$ cat config.mk
export PLATFORM = sky130hd
export DESIGN_NAME = lac_blend
export DESIGN_NICKNAME = d
export VERILOG_FILES = /design/src/hdl/layer_alpha_compositor_unit_macros.svh /design/src/hdl/lac_pkg.sv /design/src/hdl/lac_blend.sv
export SDC_FILE = /design/constraint.sdc
export NUM_CORES = 1
export LEC_CHECK = 0
export BUFFER_PORTS_ARGS = -buffer_cell sky130_fd_sc_hd__buf_4
export CAP_MARGIN = 30
export CORE_ASPECT_RATIO = 0.5
export CORE_MARGIN = 10
export CORE_UTILIZATION = 42
export DETAILED_ROUTE_END_ITERATION = 6
export GPL_ROUTABILITY_DRIVEN = 0
export GPL_TIMING_DRIVEN = 0
export SYNTH_ARGS = -nofsm -noshare
export SYNTH_HDL_FRONTEND = slang
export SYNTH_SLANG_ARGS = --single-unit
$ cat constraint.sdc
create_clock -name vclk -period 13.6
set_clock_uncertainty 0.2 [all_clocks]
set_input_delay 2.72 -clock vclk [all_inputs]
set_output_delay 2.72 -clock vclk [all_outputs]
set_load 0.02 [all_outputs]
$ cat src/hdl/layer_alpha_compositor_unit_macros.svh
// Assertion macros used by the compositor top level.
`ifndef LAYER_ALPHA_COMPOSITOR_UNIT_MACROS_SVH
`define LAYER_ALPHA_COMPOSITOR_UNIT_MACROS_SVH

// Check that a property holds at every clock edge outside reset.
`define LAC_ASSERT(lbl, prop, msg) \
  lbl: assert property (@(posedge clk_i) disable iff (!rst_ni) (prop)) else $error(msg);

// Check that a condition never holds at a clock edge outside reset.
`define LAC_ASSERT_NEVER(lbl, cond, msg) \
  lbl: assert property (@(posedge clk_i) disable iff (!rst_ni) !(cond)) else $error(msg);

`endif

$ cat src/hdl/lac_pkg.sv
// Package with types and codes shared by the compositor modules.
`timescale 1ns / 1ps

package lac_pkg;

  // Default geometry of the framebuffer and of the output panel.
  localparam int unsigned LAC_MAX_SIDE      = 64;
  localparam int unsigned LAC_PANEL_COLUMNS = 32;

  // Action codes carried in the input tuser field.
  localparam logic [1:0] ACT_BLEND = 2'd0;
  localparam logic [1:0] ACT_READ  = 2'd1;
  localparam logic [1:0] ACT_CLEAR = 2'd2;

  // Configuration register indexes.
  localparam int unsigned CFG_IDX_W = 3;
  localparam logic [CFG_IDX_W-1:0] REG_X_LOW        = 3'd0;
  localparam logic [CFG_IDX_W-1:0] REG_X_HIGH       = 3'd1;
  localparam logic [CFG_IDX_W-1:0] REG_Y_LOW        = 3'd2;
  localparam logic [CFG_IDX_W-1:0] REG_Y_HIGH       = 3'd3;
  localparam logic [CFG_IDX_W-1:0] REG_PANEL_HEIGHT = 3'd4;

  // One stored RGB pixel, red in the top byte.
  typedef struct packed {
    logic [7:0] red;
    logic [7:0] green;
    logic [7:0] blue;
  } lac_pixel_t;

endpackage

$ cat src/hdl/lac_blend.sv
// Alpha blend datapath for the three color channels of one pixel.
`timescale 1ns / 1ps

module lac_blend
  import lac_pkg::*;
(
  input  lac_pixel_t new_pix_i,
  input  logic [7:0] alpha_i,
  input  lac_pixel_t old_pix_i,
  output lac_pixel_t blend_pix_o
);

  logic [8:0] inv_alpha;

  // Each channel is (new*a >> 8) + (old*(256-a) >> 8); the sum never exceeds 255.
  function automatic logic [7:0] blend_chan(logic [7:0] n, logic [7:0] o, logic [7:0] a,
                                            logic [8:0] ia);
    logic [15:0] p_new;
    logic [16:0] p_old;
    logic [8:0]  sum;
    p_new = 16'(n) * 16'(a);
    p_old = 17'(o) * 17'(ia);
    sum   = 9'(p_new[15:8]) + p_old[16:8];
    return sum[7:0];
  endfunction

  assign inv_alpha = 9'd256 - 9'(alpha_i);

  assign blend_pix_o.red   = blend_chan(new_pix_i.red,   old_pix_i.red,   alpha_i, inv_alpha);
  assign blend_pix_o.green = blend_chan(new_pix_i.green, old_pix_i.green, alpha_i, inv_alpha);
  assign blend_pix_o.blue  = blend_chan(new_pix_i.blue,  old_pix_i.blue,  alpha_i, inv_alpha);

endmodule

==> summary.md <==
| Metric | Value |
|---|---|
| Status | `finished clean` |
| Post-DR vias/cell | `5.014` |
| Crit share post-route | `96.76%` |
| Sequential share of the synthesized area | `0%` |
| Delay-heaviest family, CP | `adder cells` |
| WS Path Type | `input port to output pin` |
| Mapped Cells | `1,497` |
| Slew HR | `46.59%` |
| YS warnings | `0` |
| Worst hold stages | `7` |
| Clock buf count | `0` |
| Hold Crit Start | `old_pix_i[16]` |
| Ratio of cells with drive above 1 in the final layout | `5.758%` |
| Crit path max fanout | `18` |
| Vias | `9,797` |
| First-pass DRT Iterations | `7` |
| Crit path arrival time | `10.24 ns` |
| Pins Over Slew Limit | `0` |
| Tot GR Track Use | `16.89%` |
| DIE HEIGHT | `143.2 um` |
| CP required | `10.68 ns` |
| Ports | `80` |
| Syn_nets | `1,998` |
| Net count, final | `2,066` |
| # hold bufs at CTS | `0` |
| Hold Path Class | `input port to output pin` |
| Initial antenna violation count | `0` |
| Worst path buffer plus inverter count | `7` |
| Setup crit start | `alpha_i[0]` |
| Max Clock Freq | `75.99 MHz` |
| Worst Tran Pin Value | `0.7955 ns` |
| Starting Density | `43.27%` |
| Cell variety after synth | `46` |
| Area grow syn2layout | `7.796%` |
| Mean Syn Cell Area | `8.513 um2` |
| Sequential cells | `0` |
| Setup crit end kind | `output pin` |
| DRC errors left | `0` |
| WHS | `6.098 ns` |
| Die Area | `38,130 um2` |
| Max incr delay on CP | `0.56 ns` |
| Routed Wire Length | `31,740 um` |
| Drt initial violations | `497` |
| Critical path launch point type | `input port` |
| Final Hold Viols | `0` |
| Cell Rows | `44` |
| Buffers on Ports | `67` |
| Max_cap viols | `0` |
| Finished Layout Cells | `1,954` |
| Largest net degree at the start of global routing | `19` |
| Reg area | `0 um2` |
| Critical path depth | `29` |
| First-pass GRT wire length | `53,000 um` |
| Routed len/inst | `16.24 um` |
| Core box area | `29,450 um2` |
| Post-layout min period | `13.16 ns` |
| Cells after DPL | `1,955` |
| Setup-failing EPs final | `0` |
| Vias in the first global route | `10.45k` |
| CP max-delay cell | `fa_1` |
| Setup_tns | `0 ns` |
| Global route overflow | `0` |
| Die W | `266.3 um` |
| Post-route ant nets | `0` |
| N_diodes | `0` |
| Post-DP HPWL | `27,430 um` |
| Mapped cell area | `12,740 um2` |
| RSZ-0062 raised after global routing | `no` |
-- cell usage after synthesis, types with 2 or more instances --
library cell | instances | area [um2]
inv_1 | 322 | 1209
and2_1 | 238 | 1489
fa_1 | 228 | 4564
ha_1 | 217 | 2715
nand2_1 | 171 | 641.9
xnor2_1 | 69 | 604.3
clkbuf_1 | 39 | 146.4
nor2_1 | 39 | 146.4
o21ai_0 | 26 | 130.1
a21oi_1 | 20 | 100.1
nor3_1 | 14 | 70.07
a21o_1 | 12 | 90.09
xor2_1 | 10 | 87.58
nand3_1 | 9 | 45.04
nand2b_1 | 8 | 50.05
nor2b_1 | 7 | 43.79
o21a_1 | 7 | 52.55
and3_1 | 5 | 31.28
buf_1 | 5 | 18.77
o41ai_1 | 5 | 43.79
a31oi_1 | 4 | 25.02
and4b_1 | 3 | 30.03
nand4b_1 | 3 | 26.28
o21ai_1 | 3 | 15.01
o41ai_2 | 3 | 48.80
xnor2_2 | 3 | 48.80
a2111oi_2 | 2 | 30.03
a41oi_2 | 2 | 32.53
buf_6 | 2 | 22.52
nand4_1 | 2 | 12.51
nor4_1 | 2 | 12.51
o21bai_1 | 2 | 15.01
or3_1 | 2 | 12.51
-- cell type report --
| class | instances | area, um2 |
|---|---|---|
| multi-input cells | 1127 | 11330 |
| plain buffers | 47 | 201.4 |
| fillers | 2865 | 15720 |
| repair buffers | 67 | 503.0 |
| inverters | 322 | 1209 |
| well taps | 391 | 489.2 |
-- what timing repair did --
action                                  4_1_cts  5_1_grt
pin swaps                                     0        0
setup buffers                                 0        0
endpoints found under the setup margin        7        4
resized for setup                             1        6
-- final timing paths --
| path | endpoint | slack, ns |
|---|---|---|
| setup / recovery | blend_pix_o[15] | 0.44 |
| hold / removal | blend_pix_o[16] | 6.10 |
-- layer usage --
metal  vias up  routed length [um]  global-route usage, %
li1       4682                   -                      -
met5         -                   0                      0
met2       191               15410                  30.19
met1      4886               14610                  22.41
met4         0                 537                  3.110
met3        38                1173                 0.9769
-- placed cells by master (no fill, tap or decap), types with 3 or more instances in the layout --
| cell | n |
|---|---|
| a31oi_1 | 4 |
| xor2_1 | 10 |
| o21a_1 | 7 |
| clkbuf_2 | 4 |
| a21o_1 | 12 |
| o21ai_1 | 3 |
| nand4b_1 | 3 |
| buf_1 | 5 |
| and4b_1 | 3 |
| nand2b_1 | 8 |
| and2_1 | 238 |
| xnor2_1 | 69 |
| nand3_1 | 9 |
| o41ai_2 | 3 |
| nor2_1 | 39 |
| and3_1 | 5 |
| clkbuf_1 | 34 |
| xnor2_2 | 3 |
| fa_1 | 228 |
| nor2b_1 | 7 |
| o21ai_0 | 26 |
| buf_4 | 68 |
| inv_1 | 322 |
| o41ai_1 | 5 |
| ha_1 | 217 |
| a21oi_1 | 20 |
| nor3_1 | 14 |
| nand2_1 | 171 |
-- cells by family (layout without fill, tap and decap cells) --
family / count (synthesis) / after routing / synth area share [%]
AO/OA/AOI/OAI: 94 / 94 / 5.194
AND/OR/NAND/NOR: 506 / 506 / 20.81
buffers and inverters: 370 / 436 / 11.06
XOR/XNOR: 82 / 82 / 5.812
adder cells (fa/ha/maj): 445 / 445 / 57.12
-- stage by stage --
| step | instance area (um2) | worst slack (ns) | utilization, % |
|---|---|---|---|
| 2_1_floorplan | 12740 | 1.401 | - |
| 3_3_place_gp | 13740 | -0.3995 | 46.64 |
| 3_5_place_dp | 13740 | -0.5360 | 46.64 |
| 4_1_cts | 13730 | 0.1151 | 46.63 |
| 5_1_grt | 13740 | 0.02673 | 46.64 |
| 6_report | 13740 | 0.4410 | 46.64 |
Power is not shown: default switching activity piles up to over one toggle a cycle in this logic, so the estimate is an artifact.
